$ cat src/rtl/csq_pkg.sv
// Package with shared types and constants for the counting semaphore wait queue.
`timescale 1ns / 1ps

package csq_pkg;

  // Default configuration of the block.
  localparam int CsqQueueDepth = 16;
  localparam int CsqCountBits  = 16;

  // Field widths of the request and response.
  localparam int KindW  = 2;
  localparam int IdW    = 8;
  localparam int UnitsW = 16;

  // Request kinds. The remaining code is a no-op.
  typedef enum logic [KindW-1:0] {
    KIND_TRY    = 2'd0,
    KIND_WAIT   = 2'd1,
    KIND_NOTIFY = 2'd2
  } csq_kind_e;

  // Outcome flags of one request, handed from the core to the result stage.
  typedef struct packed {
    logic granted;
    logic queued;
    logic wake_valid;
    logic error_flag;
  } csq_flags_t;

endpackage

$ cat src/rtl/csq_intf.sv
// Handshake interfaces for the request and response channels.
`timescale 1ns / 1ps

interface csq_req_if
  import csq_pkg::*;
();
  logic               valid;
  logic               ready;
  logic [KindW-1:0]   kind;
  logic [IdW-1:0]     requester_id;

  modport source (output valid, output kind, output requester_id, input ready);
  modport sink   (input valid, input kind, input requester_id, output ready);
endinterface

interface csq_rsp_if
  import csq_pkg::*;
();
  logic              valid;
  logic              ready;
  logic              granted;
  logic              queued;
  logic              wake_valid;
  logic [IdW-1:0]    wake_id;
  logic              error_flag;
  logic [UnitsW-1:0] units_left;

  modport source (
    output valid, output granted, output queued, output wake_valid,
    output wake_id, output error_flag, output units_left, input ready
  );
  modport sink (
    input valid, input granted, input queued, input wake_valid,
    input wake_id, input error_flag, input units_left, output ready
  );
endinterface

$ cat src/rtl/csq_ram.sv
// Generic single-port-write, single-port-read RAM with registered read data.
`timescale 1ns / 1ps

module csq_ram #(
  parameter int WIDTH = 8,
  parameter int DEPTH = 16
) (
  input  logic                     clk_i,
  input  logic                     we_i,
  input  logic [$clog2(DEPTH)-1:0] waddr_i,
  input  logic [WIDTH-1:0]         wdata_i,
  input  logic                     re_i,
  input  logic [$clog2(DEPTH)-1:0] raddr_i,
  output logic [WIDTH-1:0]         rdata_o
);

  logic [WIDTH-1:0] mem_q [DEPTH];
  logic [WIDTH-1:0] rdata_q;

  // Write port.
  always_ff @(posedge clk_i) begin
    if (we_i) begin
      mem_q[waddr_i] <= wdata_i;
    end
  end

  // Registered read port; the data holds until the next read.
  always_ff @(posedge clk_i) begin
    if (re_i) begin
      rdata_q <= mem_q[raddr_i];
    end
  end

  assign rdata_o = rdata_q;

endmodule

$ cat src/rtl/csq_core.sv
// Semaphore count, queue pointers and per-request decision logic.
`timescale 1ns / 1ps

module csq_core
  import csq_pkg::*;
#(
  parameter int QUEUE_DEPTH = CsqQueueDepth,
  parameter int COUNT_BITS  = CsqCountBits,
  localparam int PtrW       = $clog2(QUEUE_DEPTH)
) (
  input  logic              clk_i,
  input  logic              rst_ni,
  input  logic              cfg_we_i,
  input  logic [UnitsW-1:0] cfg_wdata_i,
  input  logic              accept_i,
  input  logic [KindW-1:0]  kind_i,
  output csq_flags_t        flags_o,
  output logic [UnitsW-1:0] units_left_o,
  output logic              push_o,
  output logic [PtrW-1:0]   tail_o,
  output logic              pop_o,
  output logic [PtrW-1:0]   head_o
);

  localparam int FillW = $clog2(QUEUE_DEPTH + 1);
  localparam int CmpW  = (COUNT_BITS > UnitsW) ? COUNT_BITS : UnitsW;
  localparam logic [COUNT_BITS-1:0] CountMax = '1;
  localparam logic [PtrW-1:0]       LastSlot = PtrW'(QUEUE_DEPTH - 1);
  localparam logic [FillW-1:0]      FillMax  = FillW'(QUEUE_DEPTH);

  logic [COUNT_BITS-1:0] count_q, count_d;
  logic [PtrW-1:0]       head_q, head_d, tail_q, tail_d;
  logic [FillW-1:0]      fill_q, fill_d;

  logic [CmpW-1:0]       cfg_ext, cmax_ext, cnt_next_ext;
  logic [COUNT_BITS-1:0] cfg_load;
  logic                  count_nz, count_full, queue_full, queue_empty;
  logic                  dec, inc;
  csq_flags_t            flags;

  // Clamp the written initial count to what the counter can hold.
  assign cfg_ext  = CmpW'(cfg_wdata_i);
  assign cmax_ext = CmpW'(CountMax);
  assign cfg_load = (cfg_ext > cmax_ext) ? CountMax : cfg_ext[COUNT_BITS-1:0];

  assign count_nz    = (count_q != '0);
  assign count_full  = (count_q == CountMax);
  assign queue_full  = (fill_q == FillMax);
  assign queue_empty = (fill_q == '0);

  // Decode the request against the current count and queue fill.
  always_comb begin
    flags  = '0;
    dec    = 1'b0;
    inc    = 1'b0;
    push_o = 1'b0;
    pop_o  = 1'b0;
    if (accept_i) begin
      unique case (csq_kind_e'(kind_i))
        KIND_TRY: begin
          if (count_nz) begin
            flags.granted = 1'b1;
            dec           = 1'b1;
          end
        end
        KIND_WAIT: begin
          if (count_nz) begin
            flags.granted = 1'b1;
            dec           = 1'b1;
          end else if (queue_full) begin
            flags.error_flag = 1'b1;
          end else begin
            flags.queued = 1'b1;
            push_o       = 1'b1;
          end
        end
        KIND_NOTIFY: begin
          if (!queue_empty) begin
            flags.wake_valid = 1'b1;
            pop_o            = 1'b1;
          end else if (count_full) begin
            flags.error_flag = 1'b1;
          end else begin
            inc = 1'b1;
          end
        end
        default: begin
          flags = '0;
        end
      endcase
    end
  end

  // Next values of the count and the queue pointers.
  always_comb begin
    count_d = count_q;
    if (cfg_we_i) begin
      count_d = cfg_load;
    end else if (dec) begin
      count_d = count_q - 1'b1;
    end else if (inc) begin
      count_d = count_q + 1'b1;
    end
    tail_d = push_o ? ((tail_q == LastSlot) ? '0 : tail_q + 1'b1) : tail_q;
    head_d = pop_o  ? ((head_q == LastSlot) ? '0 : head_q + 1'b1) : head_q;
    fill_d = fill_q;
    if (push_o) begin
      fill_d = fill_q + 1'b1;
    end else if (pop_o) begin
      fill_d = fill_q - 1'b1;
    end
  end

  // Count and pointer registers.
  always_ff @(posedge clk_i or negedge rst_ni) begin
    if (!rst_ni) begin
      count_q <= '0;
      head_q  <= '0;
      tail_q  <= '0;
      fill_q  <= '0;
    end else begin
      count_q <= count_d;
      head_q  <= head_d;
      tail_q  <= tail_d;
      fill_q  <= fill_d;
    end
  end

  // The reported count is the value after this request, low bits only.
  assign cnt_next_ext = CmpW'(count_d);
  assign units_left_o = cnt_next_ext[UnitsW-1:0];
  assign flags_o      = flags;
  assign tail_o       = tail_q;
  assign head_o       = head_q;

  // The fill level never passes the queue depth.
  assert property (@(posedge clk_i) disable iff (!rst_ni) fill_q <= FillMax)
    else $error("queue fill above depth");

  // One request never pushes and pops at once.
  assert property (@(posedge clk_i) disable iff (!rst_ni) !(push_o && pop_o))
    else $error("push and pop in the same cycle");

  // An empty queue has its head and tail on the same slot.
  assert property (@(posedge clk_i) disable iff (!rst_ni)
    (fill_q == '0) |-> (head_q == tail_q))
    else $error("empty queue with diverged pointers");

  // A pop lowers the fill by exactly one.
  assert property (@(posedge clk_i) disable iff (!rst_ni)
    pop_o |=> (fill_q == $past(fill_q) - FillW'(1)))
    else $error("pop did not lower the fill");

endmodule

$ cat src/rtl/counting_semaphore_wait_queue.sv
// Top level of the counting semaphore with a first-in first-out waiter queue.
//
//   Port         Direction  Contents
//   req_i        sink       kind, requester_id; valid/ready
//   rsp_o        source     granted, queued, wake_valid, wake_id, error_flag,
//                           units_left; valid/ready
//   cfg_we_i     in         write strobe of initial_count
//   cfg_wdata_i  in         initial_count value (16 bits)
//
// One request per cycle if no response stalls; its response shows next cycle.
// The count decision and a single queue push or pop are done in the accept
// cycle; the popped id comes from the queue RAM's registered read port.
// Reset clears the count to zero and empties the queue; there is no clearing
// pass. A stalled response holds and blocks new requests until it is taken.
`timescale 1ns / 1ps

module counting_semaphore_wait_queue
  import csq_pkg::*;
#(
  parameter int QUEUE_DEPTH = CsqQueueDepth,
  parameter int COUNT_BITS  = CsqCountBits
) (
  input  logic              clk_i,
  input  logic              rst_ni,
  input  logic              cfg_we_i,
  input  logic [UnitsW-1:0] cfg_wdata_i,
  csq_req_if.sink           req_i,
  csq_rsp_if.source         rsp_o
);

  localparam int PtrW = $clog2(QUEUE_DEPTH);

  logic              accept;
  logic              push, pop;
  logic [PtrW-1:0]   tail, head;
  logic [IdW-1:0]    rd_id;
  csq_flags_t        flags;
  logic [UnitsW-1:0] units_left;

  logic              rsp_valid_q;
  csq_flags_t        flags_q;
  logic [UnitsW-1:0] units_q;

  // A new request enters when the result register is free or being drained.
  assign req_i.ready = !rsp_valid_q || rsp_o.ready;
  assign accept      = req_i.valid && req_i.ready;

  // Count and queue control.
  csq_core #(
    .QUEUE_DEPTH (QUEUE_DEPTH),
    .COUNT_BITS  (COUNT_BITS)
  ) u_core (
    .clk_i        (clk_i),
    .rst_ni       (rst_ni),
    .cfg_we_i     (cfg_we_i),
    .cfg_wdata_i  (cfg_wdata_i),
    .accept_i     (accept),
    .kind_i       (req_i.kind),
    .flags_o      (flags),
    .units_left_o (units_left),
    .push_o       (push),
    .tail_o       (tail),
    .pop_o        (pop),
    .head_o       (head)
  );

  // Waiter id storage; a pop reads the head entry into the read register.
  csq_ram #(
    .WIDTH (IdW),
    .DEPTH (QUEUE_DEPTH)
  ) u_queue_ram (
    .clk_i   (clk_i),
    .we_i    (push),
    .waddr_i (tail),
    .wdata_i (req_i.requester_id),
    .re_i    (pop),
    .raddr_i (head),
    .rdata_o (rd_id)
  );

  // Result register valid flag.
  always_ff @(posedge clk_i or negedge rst_ni) begin
    if (!rst_ni) begin
      rsp_valid_q <= 1'b0;
    end else if (req_i.ready) begin
      rsp_valid_q <= accept;
    end
  end

  // Result register payload.
  always_ff @(posedge clk_i) begin
    if (accept) begin
      flags_q <= flags;
      units_q <= units_left;
    end
  end

  // Response drive; the woken id shows only with a wake.
  assign rsp_o.valid      = rsp_valid_q;
  assign rsp_o.granted    = flags_q.granted;
  assign rsp_o.queued     = flags_q.queued;
  assign rsp_o.wake_valid = flags_q.wake_valid;
  assign rsp_o.wake_id    = flags_q.wake_valid ? rd_id : '0;
  assign rsp_o.error_flag = flags_q.error_flag;
  assign rsp_o.units_left = units_q;

endmodule

$ cat src/flat_wrapper.sv
// flat-port wrapper written by rule: the top's interface ports become plain ports
module counting_semaphore_wait_queue_flat import csq_pkg::*;
#(
  parameter int QUEUE_DEPTH = CsqQueueDepth,
  parameter int COUNT_BITS  = CsqCountBits
)
  (clk_i, rst_ni, cfg_we_i, cfg_wdata_i, req_i_valid, req_i_kind, req_i_requester_id, req_i_ready, rsp_o_valid, rsp_o_granted, rsp_o_queued, rsp_o_wake_valid, rsp_o_wake_id, rsp_o_error_flag, rsp_o_units_left, rsp_o_ready);
  csq_req_if req_i_i ();
  csq_rsp_if rsp_o_i ();
  input  logic clk_i;
  input  logic rst_ni;
  input  logic cfg_we_i;
  input  logic [UnitsW-1:0] cfg_wdata_i;
  input wire logic [$bits(req_i_i.valid)-1:0] req_i_valid;
  input wire logic [$bits(req_i_i.kind)-1:0] req_i_kind;
  input wire logic [$bits(req_i_i.requester_id)-1:0] req_i_requester_id;
  output wire logic [$bits(req_i_i.ready)-1:0] req_i_ready;
  output wire logic [$bits(rsp_o_i.valid)-1:0] rsp_o_valid;
  output wire logic [$bits(rsp_o_i.granted)-1:0] rsp_o_granted;
  output wire logic [$bits(rsp_o_i.queued)-1:0] rsp_o_queued;
  output wire logic [$bits(rsp_o_i.wake_valid)-1:0] rsp_o_wake_valid;
  output wire logic [$bits(rsp_o_i.wake_id)-1:0] rsp_o_wake_id;
  output wire logic [$bits(rsp_o_i.error_flag)-1:0] rsp_o_error_flag;
  output wire logic [$bits(rsp_o_i.units_left)-1:0] rsp_o_units_left;
  input wire logic [$bits(rsp_o_i.ready)-1:0] rsp_o_ready;
  assign req_i_i.valid = req_i_valid;
  assign req_i_i.kind = req_i_kind;
  assign req_i_i.requester_id = req_i_requester_id;
  assign req_i_ready = req_i_i.ready;
  assign rsp_o_valid = rsp_o_i.valid;
  assign rsp_o_granted = rsp_o_i.granted;
  assign rsp_o_queued = rsp_o_i.queued;
  assign rsp_o_wake_valid = rsp_o_i.wake_valid;
  assign rsp_o_wake_id = rsp_o_i.wake_id;
  assign rsp_o_error_flag = rsp_o_i.error_flag;
  assign rsp_o_units_left = rsp_o_i.units_left;
  assign rsp_o_i.ready = rsp_o_ready;
  counting_semaphore_wait_queue #(.QUEUE_DEPTH(QUEUE_DEPTH), .COUNT_BITS(COUNT_BITS)) u_core (.clk_i(clk_i), .rst_ni(rst_ni), .cfg_we_i(cfg_we_i), .cfg_wdata_i(cfg_wdata_i), .req_i(req_i_i), .rsp_o(rsp_o_i));
endmodule
$ cat config.mk
export PLATFORM = sky130hd
export DESIGN_NAME = counting_semaphore_wait_queue_flat
export DESIGN_NICKNAME = d
export VERILOG_FILES = /design/src/rtl/csq_pkg.sv /design/src/rtl/csq_intf.sv /design/src/rtl/csq_ram.sv /design/src/rtl/csq_core.sv /design/src/rtl/counting_semaphore_wait_queue.sv /design/src/flat_wrapper.sv
export SDC_FILE = /design/constraint.sdc
export NUM_CORES = 1
export LEC_CHECK = 0
export ABC_AREA = 1
export ABC_CLOCK_PERIOD_IN_PS = 4250
export BUFFER_PORTS_ARGS = -buffer_cell sky130_fd_sc_hd__buf_2
export CAP_MARGIN = 10
export CORE_MARGIN = 4
export CORE_UTILIZATION = 39
export DETAILED_ROUTE_END_ITERATION = 7
export GPL_ROUTABILITY_DRIVEN = 0
export PLACE_DENSITY = 0.55
export RECOVER_POWER = 25
export SYNTH_ARGS = -nofsm -noshare
export SYNTH_HDL_FRONTEND = slang
export SYNTH_HIERARCHICAL = 1
export SYNTH_SLANG_ARGS = --single-unit
$ cat constraint.sdc
create_clock -name clk_i -period 4.25 [get_ports clk_i]
set_clock_uncertainty 0.2 [all_clocks]
set_input_delay 0.2125 -clock clk_i [delete_from_list [all_inputs] [get_ports clk_i]]
set_output_delay 0.2125 -clock clk_i [all_outputs]
set_load 0.02 [all_outputs]
==> run metrics <==
1st-iter DRT viols=476; Post-synth ARST share=0.161; top_reg_cell synth=edfxtp_1; non-filler cells, final=about 1300; R2R Path End=u_core/u_queue_ram/mem_q[14][6]; leakage=0.00461 uW; pin count of the biggest net entering global routing=68; most used cell, CP=inv_1; worst hold path class=primary input to flop; port bufs=60; CTS tree=done; Post CTS Setup Buffer Count=0; Period minus WS final=3190 ps; status=finished, violations left; number of synthesized register bits=186; drt first pass iters=5; Antenna diodes=0; top cells by count, synth=nand2_1 (297), edfxtp_1 (156), inv_1 (151), nand3_1 (149), nor2_1 (58); # IOs=61; first-pass GRT wire length=34700 um; core area=22700 um^2; root buffer cell=clkbuf_16; area added between synthesis and finish=14.3%; Worst R2R Setup Slack=1060 ps; Post-Route WL=21700 um; Global Route Usage Sum=0.174; # DRC=0; final core occ=0.455; worst skew pair latency=430 ps; Detail Route Antenna Nets=0; Setup Viol. Count Final=0; Clock Path Buffers=2; VDD IR max=274 uV; FP Rows=55; Crit-path slowest cell=nor2_1; syn_nets=1015; Synth area leaders=edfxtp_1 (52%), nand2_1 (12%), dfrtp_1 (8.3%), nand3_1 (8.2%), inv_1 (6.3%); Syn. warnings=6; Die ar.=~26000 um^2; layout cell share with drive strength beyond 1=0.110; Max transition margin=0.224; Synth area leader=edfxtp_1; sequential area share after synthesis=0.601; # H-tree levels=4; worst path arrival time=3050 ps; total global routing overflow=0; Hold Crit Depth=3; dpl hpwl=14200 um; reg2reg start=u_core/u_core/count_q[0]; post-cts sizing count=0; clk sink count=186; wire per inst=16.2 um; RSZ-0062 raised after global routing=no; Post-Route Setup TNS=0 ps; via count=about 6600; WHS Endpoint=u_core/u_core/count_q[10]; fin crit share=0.750; Die Y=~160 um; starting density of the core=0.398; FMAX=around 0.31 GHz; post-synthesis cell area=a little over 9000 um^2; post-synthesis cell type count=34; Worst Reg2Reg Path Length in Cells=12; Final Hold Viols=1; max_cap viols=0; vias per inst=slightly below 5; power per standard cell area=500 nW/um^2; Hold Slack=-0.617 ps; Critical Path Start Type=flop; die span in x=about 160 um; initial antenna violation count=0; CTS buffer count=17; post-synth top area share=0.518; Power Total=a little over 5000 uW; nets=1088; Required @ worst endpoint=between 4000 and 5000 ps; critical path launch point=u_core/u_core/count_q[0]; # fillers=around 2200; top-count cell post-synth=nand2_1; critical-path maximum fanout=10; syn avg cell area=9.31 um^2; Worst Setup End Kind=flop; number of synthesized flops with an enable pin=about 160; violated checks=negative hold slack; Cells after Synth=roughly 970; CTS clock-pin slew for the worst setup and hold paths=70 ps; min-delay src=cfg_we_i; CP Cell Sequence=inv_1 > ha_1 > inv_1 > nor2_1 > nand2_1 > nor2_2 > nand2_4 > nor2_2 > nand2_2 > inv_1 > nand3_1 > nor2_1; critical path class=flop to flop; CTS Hold Buffers Added=26; max-slew violations=0; CP max stage delay=approximately 590 ps; Worst Max-Slew Pin Slew=1160 ps; cell total after placement=1285; vias in the first global route=approximately 6300
where the power goes:
group          total [uW]  switching (uW)  internal (uW)
registers            2190             104           2090
logic                1370             950            417
clock network        1610             683            930
placed cells by master (no fill, tap or decap), types with 2 or more instances in the layout:
cell and count:
nand2_1 297, edfxtp_1 156, inv_1 151, nand3_1 149, nor2_1 58, buf_2 53, dfrtp_1 29, dlygate4sd3_1 26
clkbuf_16 17, a21oi_1 13, ha_1 11, nor2_2 9, nand4_1 9, clkbuf_1 8, o21ai_0 8, nand2_2 7
xor2_1 7, buf_4 4, inv_2 4, nand3b_1 4, xnor2_1 4, bufinv_16 3, clkinvlp_4 3, nor2_4 3
nor3_1 3, inv_8 2, clkinv_4 2, clkinv_1 2, o21ai_1 2
routing by layer:
metal	share of wire	GRT usage
met1	0.49	0.257
met2	0.44	0.263
met3	0.053	0.0290
met4	0.016	0.0524
met5	0	0
logic make-up after synthesis:
family          synth area share
buf+inv                   0.0935
xor+xnor                  0.0106
fa+ha+maj                 0.0174
flops                      0.601
simple gates               0.262
compound gates            0.0159
how the worst max path moves through the flow:
stage | slack [ps] | end
finish | 1060 | u_core/u_queue_ram/mem_q[14][6]
global route | 780 | u_core/u_queue_ram/mem_q[4][1]
CTS | 1050 | u_core/u_queue_ram/mem_q[14][3]
detailed placement | 1110 | u_core/u_queue_ram/mem_q[14][1]
global placement | 1150 | u_core/u_queue_ram/mem_q[14][1]
floorplan | 690 | u_core/u_core/fill_q[4]
sequential cells by signal, summed over array words and instances (netlist names), 4 cells and up:
name,count
u_core/u_queue_ram/rdata_o,8
u_core/u_core/head_o,4
u_core/u_core/count_q,16
u_core/u_core/fill_q,5
u_core/rsp_o.units_left,16
u_core/u_queue_ram/mem_q,128
u_core/u_core/tail_o,4
through the flow:
| step | area, um^2 | worst slack, ps |
|---|---|---|
| finish | 10300 | 1060 |
| global route | 10300 | 775 |
| CTS | 10300 | 1050 |
| detailed placement | 9490 | 1110 |
| global placement | 9490 | 1150 |
| floorplan | 9050 | 692 |
layout make-up:
cell class | count | area, um^2 | share of cell area
sequential | 186 | 5440 | 0.526
multi-input combinational | 594 | 2780 | 0.269
inverter | 156 | 586 | 0.0567
timing repair buffer | 90 | 582 | 0.0563
clock buffer | 18 | 429 | 0.0415
tap | 285 | 357 | 0.0345
clock inverter | 13 | 170 | 0.0165
critical path: cells and delay by family (launching register included):
| family | cells | cell delay [ps] |
|---|---|---|
| adder cells (fa/ha/maj) | 1 | 180 |
| buffers and inverters | 3 | 510 |
| flip-flops | 1 | 430 |
| AND/OR/NAND/NOR | 8 | 1470 |
Power figures use the tool's default switching activity.
